**src/sv/tmdw_pkg.sv**
```systemverilog
// Package with shared constants and types for the temporal median core.
package tmdw_pkg;

    localparam int HistDepth  = 32;
    localparam int MaxPixels  = 4096;
    localparam int SlotW      = $clog2(HistDepth);
    localparam int PixW       = $clog2(MaxPixels);
    localparam int AddrW      = SlotW + PixW;
    localparam int MemDepth   = HistDepth * MaxPixels;
    localparam int DataW      = 16;
    localparam int BitW       = $clog2(DataW);
    localparam int CntW       = $clog2(HistDepth + 1);

    localparam logic [0:0] RegWindowSize   = 1'b0;
    localparam logic [0:0] RegWindowOffset = 1'b1;

    typedef enum logic [2:0] {
        ST_CLEAR,
        ST_IDLE,
        ST_WRITE,
        ST_LOAD,
        ST_SEARCH,
        ST_OUT
    } state_t;

    // Control from the sequencer to the bit-serial selection unit.
    typedef struct packed {
        logic             start;
        logic             load_en;
        logic [SlotW-1:0] load_pos;
        logic             bit_step;
        logic [BitW-1:0]  bit_pos;
    } sel_ctrl_t;

endpackage

```
**src/sv/tmdw_select.sv**
```systemverilog
// Bit-serial rank selection: finds the k-th largest of a sample window, one bit a cycle.
module tmdw_select
(
    input  logic                                  clk,
    input  logic                                  rst_n,
    input  tmdw_pkg::sel_ctrl_t                   ctrl,
    input  logic [tmdw_pkg::DataW-1:0]            load_data,
    input  logic [tmdw_pkg::CntW-1:0]             count,
    input  logic [tmdw_pkg::CntW-1:0]             rank,
    output logic [tmdw_pkg::DataW-1:0]            result
);

    logic [tmdw_pkg::DataW-1:0] sample_reg [tmdw_pkg::HistDepth];
    logic [tmdw_pkg::HistDepth-1:0] alive_reg;
    logic [tmdw_pkg::HistDepth-1:0] alive_next;
    logic [tmdw_pkg::CntW-1:0]      rank_reg;
    logic [tmdw_pkg::CntW-1:0]      rank_next;
    logic [tmdw_pkg::DataW-1:0]     result_reg;
    logic [tmdw_pkg::DataW-1:0]     result_next;
    logic [tmdw_pkg::HistDepth-1:0] ones;
    logic [tmdw_pkg::CntW-1:0]      ones_cnt;

    // Sample registers load one per cycle from memory.
    always_ff @(posedge clk)
    begin
        if (ctrl.load_en)
        begin
            sample_reg[ctrl.load_pos] <= load_data;
        end
    end

    // Candidates with a one at the current bit.
    always_comb
    begin
        for (int i = 0; i < tmdw_pkg::HistDepth; i++)
        begin
            ones[i] = alive_reg[i] & sample_reg[i][ctrl.bit_pos];
        end
        ones_cnt = tmdw_pkg::CntW'($countones(ones));
    end

    // Narrow the candidate set, most significant bit first.
    always_comb
    begin
        alive_next  = alive_reg;
        rank_next   = rank_reg;
        result_next = result_reg;
        if (ctrl.start)
        begin
            for (int i = 0; i < tmdw_pkg::HistDepth; i++)
            begin
                alive_next[i] = (tmdw_pkg::CntW'(i) < count);
            end
            rank_next = rank;
        end
        else if (ctrl.bit_step)
        begin
            if (rank_reg < ones_cnt)
            begin
                alive_next = ones;
                result_next[ctrl.bit_pos] = 1'b1;
            end
            else
            begin
                alive_next = alive_reg & ~ones;
                rank_next  = rank_reg - ones_cnt;
                result_next[ctrl.bit_pos] = 1'b0;
            end
        end
    end

    always_ff @(posedge clk or negedge rst_n)
    begin
        if (!rst_n)
        begin
            alive_reg <= '0;
            rank_reg  <= '0;
        end
        else
        begin
            alive_reg <= alive_next;
            rank_reg  <= rank_next;
        end
    end

    always_ff @(posedge clk)
    begin
        result_reg <= result_next;
    end

    assign result = result_reg;

    // The rank always stays inside the surviving candidate set.
    a_rank_in_set: assert property (@(posedge clk) disable iff (!rst_n)
        ctrl.bit_step && !ctrl.start |=> $countones(alive_reg) > rank_reg)
        else $error("rank left candidate set");
    // A fresh search starts with the loaded count alive.
    a_start_count: assert property (@(posedge clk) disable iff (!rst_n)
        ctrl.start |=> $countones(alive_reg) == $past(count))
        else $error("start count mismatch");
    // Candidates only ever shrink during a search.
    a_shrink: assert property (@(posedge clk) disable iff (!rst_n)
        ctrl.bit_step && !ctrl.start |=> (alive_reg & ~$past(alive_reg)) == '0)
        else $error("candidate set grew");

endmodule
```
**config.mk**
```make
export PLATFORM = sky130hd
export DESIGN_NAME = tmdw_select
export DESIGN_NICKNAME = d
export VERILOG_FILES = /design/src/sv/tmdw_pkg.sv /design/src/sv/tmdw_select.sv
export SDC_FILE = /design/constraint.sdc
export NUM_CORES = 1
export LEC_CHECK = 0
export BUFFER_PORTS_ARGS = -buffer_cell sky130_fd_sc_hd__buf_2
export CAP_MARGIN = 20
export CORE_UTILIZATION = 45
export DETAILED_ROUTE_END_ITERATION = 6
export SLEW_MARGIN = 15
export SYNTH_ARGS = -nofsm -noshare
export SYNTH_HDL_FRONTEND = slang
export SYNTH_SLANG_ARGS = --single-unit
```
**constraint.sdc**
```tcl
create_clock -name clk -period 8.3 [get_ports clk]
set_clock_uncertainty 0.1 [all_clocks]
set_input_delay 0.415 -clock clk [delete_from_list [all_inputs] [get_ports clk]]
set_output_delay 0.415 -clock clk [all_outputs]
set_load 0.03 [all_outputs]
```
* After elaboration in Yosys (flattened, before gate mapping) *
Memory sizes are Yosys's and may differ from the RTL's.
Index checks and enable logic that the tools add are counted.

cells by class
  eq/ne operators = 1
  shifts and indexed selects = 0
  multiplexer cells = 75
  $lt $le $gt $ge = 35
  $add $sub $neg = 32
  multipliers = 0
  div/mod/pow operators = 0
  reduce and logical (&&, ||, !) cells = 4
  bitwise operators = 38

operators with widths
  cell                  number
  $bmux W1 S4           32
  $lt A5 B6 Y1 const A  16
  $mux W32              3
  $lt A4 B6 Y1 const A  8
  $mux W1               35
  $add A1 B1 Y2         16
  $and A1 B1 Y1         32
  $and A32 B32 Y32      1
  $not A32 Y32          1
  $add A2 B2 Y3         8
  $lt A3 B6 Y1 const A  4
  $mux W6               3
  $add A3 B3 Y4         4
  $and A16 B16 Y16      1
  $mux W16              1
  $not A16 Y16          1
  $or A16 B16 Y16       1
  $lt A1 B6 Y1 const A  2
  $lt A2 B6 Y1 const A  2
  $add A4 B4 Y5         2
  $add A5 B5 Y6         1
  $lt A6 B6 Y1          1
  $sub A6 B6 Y6         1
  $lt A4 B5 Y1 const B  1
  other kinds (7)       8

storage, ports and cells
  memories = 1
  bits in registers = 54
  output and inout bits = 16
  bits in latches = 0
  input bits = 42
  bits in writable memories = 512
  word-level logic and storage cells = 189
  bits in read-only memories = 0

memories
  memory      words  bits a word  rd ports  clocked after Yosys merged registers in  wr ports  RTL line           text
  sample_reg  32     16           32        0                                        1         tmdw_select.sv:13  logic [tmdw_pkg::DataW-1:0] sample_reg [tmdw_pkg::HistDepth];

* Depth between registers and ports, before layout *
Gate-level depths: netlist of the first run.

  depth after elaboration = 12
  depth in mapped cells = 31
  depth with buffers taken out = 27

* Worst setup path before layout of the first run *
OpenSTA, ideal clock, no wires.

  path type = in2reg
  start point = input port ctrl[0] (netlist bit)
  end point = register alive_reg[15] (netlist bit)
  slack = 0.578 ns
  arrival time = 7.518 ns
  data required time = 8.096 ns
  stages = 29
  library setup time = 0.104 ns
  path through = buf_6 > buf_6 > buf_2 > mux4_2 > a22oi_1 > nand2_1 > and2_1 > fa_1 > inv_1 > fa_1 > fa_1 > fa_1 > fa_1 > fa_1 > inv_1 > ha_1 > inv_1 > fa_1 > inv_1 > a21o_1 > a21oi_1 > xor2_1 > ha_1 > o21a_1 > o31a_1 > o21a_1 > nor2_2 > nor2_1 > a221oi_1

between the ends
  word-level cells in the longest chain between the ends = 12
  elaborated cells between the ends (all ways) = 133
  classes of those cells = 31 x add/sub; 1 x order compare; 67 x mux; 34 x bitwise

ends and longest elaborated chain
  what                                 RTL line           text
  start, declared                      tmdw_select.sv:6   input tmdw_pkg::sel_ctrl_t ctrl,
  $bmux W1 S4                          tmdw_select.sv:37  ones[i] = alive_reg[i] & sample_reg[i][ctrl.bit_pos];
  $mux W1 (not written as such)        tmdw_select.sv:37
  $and A1 B1 Y1                        tmdw_select.sv:37
  $add A1 B1 Y2 (not written as such)  tmdw_select.sv:39  ones_cnt = tmdw_pkg::CntW'($countones(ones));
  $add A2 B2 Y3 (not written as such)  tmdw_select.sv:39
  $add A3 B3 Y4 (not written as such)  tmdw_select.sv:39
  $add A4 B4 Y5 (not written as such)  tmdw_select.sv:39
  $add A5 B5 Y6 (not written as such)  tmdw_select.sv:39
  $lt A6 B6 Y1                         tmdw_select.sv:58  if (rank_reg < ones_cnt)
  $mux W32 *                           tmdw_select.sv:58
  $mux W32 *                           tmdw_select.sv:56  else if (ctrl.bit_step)
  $mux W32 *                           tmdw_select.sv:48  if (ctrl.start)
  end signal, assigned                 tmdw_select.sv:81  alive_reg <= alive_next;
  end, declared                        tmdw_select.sv:14  logic [tmdw_pkg::HistDepth-1:0] alive_reg;

Mark *: on every way between the ends. The rest lies on a longest branch, timed or not. The select of a mux whose other input is x is not followed.
A chain may end at the register's enable or synchronous reset.

==> results of run 1 <==
-- logic make-up (layout without fill, tap and decap cells) --
group	Yosys count	in the layout	share of synthesized area
simple gates	222	222	0.0443
compound gates	161	161	0.0490
xor+xnor	9	9	0.00338
flops	566	566	0.721
mux	149	149	0.133
buf+inv	104	271	0.0208
fa+ha+maj	38	38	0.0285
-- area by class of cell --
| cell class | count | area share |
|---|---|---|
| repair buffers | 128 | 0.0353 |
| inverters | 37 | 0.00521 |
| multi-input cells | 579 | 0.227 |
| flip-flops and latches | 566 | 0.630 |
| clock buffers | 70 | 0.0577 |
| clock inverters | 36 | 0.0126 |
| well taps | 680 | 0.0319 |
-- through the flow --
step	power, W	setup slack (ns)
after floorplan	0.00722	0.578
after global placement	0.00837	0.307
after detailed placement	0.00842	0.197
after CTS	0.0110	0.644
after global routing	0.0118	0.228
final	0.0109	0.722
-- synth_stat cells, types with 2 or more instances --
cell / n
edfxtp_1: 528
mux4_2: 128
nor2_1: 76
nand2_1: 69
a22oi_1: 64
dfrtp_1: 38
inv_1: 37
clkbuf_1: 28
fa_1: 25
buf_2: 21
mux2i_1: 21
a21oi_1: 15
o21ai_0: 14
a211oi_1: 13
and2_1: 13
ha_1: 13
nor3_1: 11
nand2b_1: 10
o21ai_1: 10
nand3b_1: 9
nor2b_1: 9
xor2_1: 8
or3_1: 7
buf_1: 6
buf_4: 6
buf_6: 6
a21boi_0: 5
a311oi_1: 5
nand3_1: 5
o31ai_1: 5
a31oi_1: 4
o21a_1: 4
a21o_1: 3
or3b_2: 3
a22o_1: 2
nor4_1: 2
o211ai_1: 2
o21ai_2: 2
o221ai_1: 2
o2bb2ai_1: 2
o311ai_0: 2
o31ai_2: 2
or2_2: 2
-- where the power goes --
part / internal, W / switching (W)
Combinational: 0.00217 / 0.00278
Clock: 0.00150 / 0.00107
Sequential: 0.00337 / 0.0000544
-- worst max-delay path: cells and delay by family (launching register included) --
kind            cells  cell delay (ns)
compound gates      7             1.32
xor+xnor            1             0.17
fa+ha+maj           9             3.76
buf+inv             5             0.44
flops               1             0.36
mux                 2             0.63
simple gates        3             0.59
-- path summary, 6_finish.rpt --
check | startpoint | end | depth (start not counted)
min in group asynchronous | rst_n | rank_reg[1]$_DFFE_PN0P_ | 2
max | sample_reg[5][15]$_DFFE_PP_ | alive_reg[27]$_DFFE_PN0P_ | 27
min | count[0] | alive_reg[6]$_DFFE_PN0P_ | 3
max reg2reg | sample_reg[5][15]$_DFFE_PP_ | alive_reg[27]$_DFFE_PN0P_ | 27
max in group asynchronous | rst_n | alive_reg[25]$_DFFE_PN0P_ | 2
min reg2reg | alive_reg[18]$_DFFE_PN0P_ | alive_reg[18]$_DFFE_PN0P_ | 1
-- per-layer routing --
layer	track usage	wire, um
met1	0.308	24600
met4	0.0656	1300
met2	0.342	26500
met5	0	0
met3	0.0289	3000
==> results.txt, run 1 <==
Post-CTS Hold Buffers = 7
FMAX = 0.132 GHz
Synth area leaders = edfxtp_1 (68%), mux4_2 (12%), dfrtp_1 (4.1%), fa_1 (2.1%), a22oi_1 (2.1%)
min Tclk post-route = 7.58 ns
Final #Nets = 1451
final setup TNS = 0 ns
Setup Buffers After CTS = 0
Crit path largest cell delay = 0.59 ns
DR DRC count = 0
CTS sink count = 566
most frequent cells in the layout = edfxtp_1 (528), mux4_2 (128), nand2_1 (69), nor2_1 (67), a22oi_1 (64)
sequential fraction of the synthesis area = 0.721
sequential cell area = 0.0168 mm^2
clk_lat worst skew = 0.62 ns
worst hold path class = in -> reg
slowest cell on the critical path = fa_1
CP Launch Type = flip-flop
share of post-route cells with drive strength above 1 = 0.249
Post-Synthesis Cell Area = 0.0233 mm^2
Lkg Pwr = 8.98 nW
Core Util, Final = 0.521
remaining global-route overflow = 0
Layout area overhead = 14.4%
global-route wire length before repair = 81.4 mm
r2r setup slk = 0.72 ns
depth of the CTS H-tree = 2
Synth Warn # = 0
Most Frequent Cell on Critical Path = fa_1
total placed instance area = 0.0247 mm^2
drt pass-1 iters = 7
Syn Inst Count = 1249
Die H = 230 um
CP Capture Type = flip-flop
Largest register FFs = 512
WP data required = 8.63 ns
PwrDens = 410 mW/mm^2
core area = 0.0512 mm^2
Mean Syn Cell Area = 18.7 um^2
Worst Max-Slew Pin Slew = 1.13 ns
post-route antenna net violation count = 0
final setup fails = 0
number of synthesized flops with an enable pin = 528
Slew headroom = 0.247
final wirelength = 55.4 mm
Clock Pin Slew Worst Setup and Hold Paths = 0.06 ns
die width = 230 um
critical path class = reg -> reg
RSZ-0062 raised after global routing = false
clock buffers created by TritonCTS = 59
Initial Utilization = 0.455
die footprint = 0.0527 mm^2
final slew viol count = 0
Cell Count, Final, Fillers Out = 2096
HPWL after DPL = 30.7 mm
share of the synthesized area in the top cell type = 0.681
status = finished clean
Async SR Flop Fraction = 0.0671
largest net degree at the start of global routing = 78
GPL Wtd Cong = 0.842
commonest non-fill, non-tap cell in the layout = edfxtp_1
CTS tree = yes
Post-Syn Nets = 1329
# diodes = 0
critical path arrival = 7.91 ns
IO Count = 58
Yosys cell types = 55
prevailing post-synth register cell = edfxtp_1
I/O Buffers = 57
multi-input logic area = 0.00605 mm^2
gr usage total = 0.214
# rows = 83
Fillers = 4112
fin crit share = 0.913
Crit Path Max Fanout = 18
FF+latch count, synth = 566
Peak VDD IR = 0.728 mV
DR vias = 12104
Synth area leader = edfxtp_1
cell area after layout = 0.0267 mm^2
initial antenna violation count = 1
CTS resizes = 0
vias in the first global route = 12303
clk root buf = clkbuf_16
max cap viols = 0
post-DR wirelength/cell = 26.4 um
Min Hold Slack = 0.114 ns
final hold vios = 0
Placed Cells = 1983
Via-to-Cell Ratio = 5.77
1st-iter DRT viols = 1141
clock buffer depth = 3
No activity file was read; power rests on OpenSTA's default activity.
==> run 2: changes to the inputs <==
--- a/config.mk
+++ b/config.mk
@@ -5,10 +5,12 @@
 export SDC_FILE = /design/constraint.sdc
 export NUM_CORES = 1
 export LEC_CHECK = 0
+export ABC_CLOCK_PERIOD_IN_PS = 8300
 export BUFFER_PORTS_ARGS = -buffer_cell sky130_fd_sc_hd__buf_2
 export CAP_MARGIN = 20
-export CORE_UTILIZATION = 45
+export CORE_UTILIZATION = 60
 export DETAILED_ROUTE_END_ITERATION = 6
+export PLACE_DENSITY = 0.77
 export SLEW_MARGIN = 15
 export SYNTH_ARGS = -nofsm -noshare
 export SYNTH_HDL_FRONTEND = slang
==> run 2 against run 1 <==
The flow now finishes with violations (design-rule violations). Fmax is 0.85% higher. Power is 1.7% lower. Wire length is 4.7% lower. Clock power is 11% lower. Sequential share of layout area is 1.4 points higher. Die area is 25% lower. Global-route usage is 6.6 points higher. Hold slack better by 0.0067 ns. Largest cell class unchanged.
==> results.txt, run 2 (synthesis results as in run 1) <==
Slew headroom = 0.311 (+0.0640)
DR DRC count = 2 (+2)
vias in the first global route = 12523 (+1.8%)
failing checks = design-rule violations
Final #Nets = 1430 (-1.4%)
final setup TNS = 0 ns (unchanged)
total power = 0.0108 W (-1.7%)
DR vias = 12346 (+2.0%)
critical path arrival = 7.90 ns (about the same)
Setup Buffers After CTS = 0 (unchanged)
worst hold path cell count = 3 (unchanged)
Clock Pin Slew Worst Setup and Hold Paths = 0.06 ns (about the same)
cell area after layout = 0.0261 mm^2 (-2.2%)
HPWL after DPL = 28.8 mm (-6.0%)
worst reg2reg endpoint = alive_reg[0]$_DFFE_PN0P_
Most Frequent Cell on Critical Path = fa_1
die width = 199 um (-13%)
clock buffer depth = 3 (unchanged)
FF-to-FF Start = sample_reg[1][11]$_DFFE_PP_
Layout area overhead = 11.9%
Crit path largest cell delay = 0.58 ns (about the same)
Largest register FFs = 512 (unchanged)
GPL Wtd Cong = 0.878 (+4.2%)
clk_lat worst skew = 0.61 ns (about the same)
share of post-route cells with drive strength above 1 = 0.238 (-0.0115)
r2r setup slk = 0.83 ns (+0.11 ns)
RSZ-0062 raised after global routing = false
Die H = 199 um (-13%)
CTS sink count = 566 (unchanged)
die footprint = 0.0396 mm^2 (-25%)
CTS tree = yes
final slew viol count = 0 (unchanged)
drt pass-1 iters = 7 (unchanged)
FMAX = 0.133 GHz (+0.85%)
Initial Utilization = 0.614 (+0.159)
final setup fails = 0 (unchanged)
depth of the CTS H-tree = 2 (unchanged)
1st-iter DRT viols = 1373 (+20%)
worst hold path class = in -> reg
worst-case reg-to-reg path depth = 27 (unchanged)
Peak VDD IR = 1.36 mV (+86%)
CP Launch Type = input port
post-DR wirelength/cell = 27.8 um (+5.2%)
Worst Max-Slew Pin Slew = 1.03 ns (-0.0959 ns)
critical path class = in -> reg
total placed instance area = 0.0244 mm^2 (-1.4%)
status = finished, violations left
IO Count = 58 (unchanged)
min Tclk post-route = 7.51 ns (-0.0636 ns)
Crit Path Max Fanout = 29 (+11)
Min Hold Slack = 0.121 ns (+0.00666 ns)
final hold vios = 0 (unchanged)
largest net degree at the start of global routing = 78 (unchanged)
final wirelength = 52.8 mm (-4.7%)
Via-to-Cell Ratio = 6.50 (+13%)
Lkg Pwr = 8.75 nW (-2.6%)
I/O Buffers = 57 (unchanged)
WP data required = 8.69 ns (+0.06 ns)
Hold Path Sink = alive_reg[6]$_DFFE_PN0P_
max cap viols = 0 (unchanged)
fin crit share = 0.905 (-0.00766)
# diodes = 0 (unchanged)
commonest non-fill, non-tap cell in the layout = edfxtp_1
post-route antenna net violation count = 0 (unchanged)
most frequent cells in the layout = edfxtp_1 (528), mux4_2 (128), nand2_1 (69), a22oi_1 (64), nor2_1 (60)
gr usage total = 0.280 (+0.0662)
core area = 0.0379 mm^2 (-26%)
hold_sp = count[0]
initial antenna violation count = 1 (unchanged)
global-route wire length before repair = 78.5 mm (-3.5%)
PwrDens = 412 mW/mm^2 (+0.53%)
remaining global-route overflow = 0 (unchanged)
CP Capture Type = flip-flop
# rows = 71 (-14%)
slowest cell on the critical path = fa_1
clk root buf = clkbuf_16
clock buffers created by TritonCTS = 55 (-6.8%)
[run 2: cell types whose count changed in the layout (fill, tap and decap cells not counted), moves of 3 or more]
| cell | delta |
|---|---|
| clkbuf_8 | +3 |
| bufinv_16 | -5 |
| buf_4 | -14 |
| clkinv_2 | -8 |
| clkbuf_16 | -5 |
| buf_6 | -4 |
| clkbuf_1 | +6 |
| nor2_2 | +7 |
| nor2_1 | -7 |
| clkinv_1 | -4 |
[run 2: worst max-delay path by stage]
| stage | start | to | slack [ns] | cells past startpoint |
|---|---|---|---|---|
| after global routing | ctrl[0] | alive_reg[17]$_DFFE_PN0P_ | 0.37 | 28 |
| after CTS | ctrl[0] | alive_reg[0]$_DFFE_PN0P_ | 0.81 | 28 |
| final | ctrl[0] | alive_reg[0]$_DFFE_PN0P_ | 0.79 | 28 |
| after global placement | ctrl[0] | alive_reg[11]$_DFFE_PN0P_ | 0.25 | 28 |
| after floorplan | ctrl[0] | alive_reg[15]$_DFFE_PN0P_ | 0.58 | 29 |
| after detailed placement | ctrl[0] | rank_reg[3]$_DFFE_PN0P_ | 0.16 | 27 |
[run 2: through the flow]
stage          std cells  worst slack, ns  utilization
2_1_floorplan       1249            0.578            -
6_report            1899            0.785        0.688
5_1_grt             1899            0.368        0.688
3_3_place_gp        1788            0.253        0.640
3_5_place_dp        1797            0.160        0.642
4_1_cts             1899            0.807        0.687
[run 2: layout make-up]
type / count / area, um^2
clock buffers: 74 / 1480
clock inverters: 21 / 138
fillers: 2399 / 11900
inverters: 37 / 139
multi-input cells: 579 / 6070
flip-flops and latches: 566 / 16800
well taps: 511 / 639
repair buffers: 111 / 811
[run 2: worst max-delay path, delay by kind of cell]
| family | cells | cell delay [ns] |
|---|---|---|
| and+or+nand+nor | 2 | 0.39 |
| muxes | 2 | 0.62 |
| buffers and inverters | 6 | 0.99 |
| AOI/OAI and AO/OA | 8 | 1.50 |
| adders and majority gates | 9 | 3.75 |
| xor gates and xnor gates | 1 | 0.17 |
[run 2: power by group]
part           internal (W)  total [W]  switching (W)
clock               0.00127    0.00228        0.00101
combinational       0.00220    0.00505        0.00285
sequential          0.00337    0.00343      0.0000575
total               0.00684     0.0108        0.00392
[run 2: metal layers]
| layer | vias up | share of wire | GRT usage |
|---|---|---|---|
| li1 | 5198 | - | - |
| met1 | 6382 | 0.38 | 0.384 |
| met2 | 642 | 0.49 | 0.444 |
| met3 | 124 | 0.093 | 0.0557 |
| met4 | 0 | 0.036 | 0.122 |
| met5 | - | 0 | 0 |
[run 2: timing repair]
action / 4_1_cts / 5_1_grt
hold buffers: 7 / 0
hold endpoints to repair: 44 / 0
setup endpoints to repair: 0 / 0
resized for setup: 0 / 0
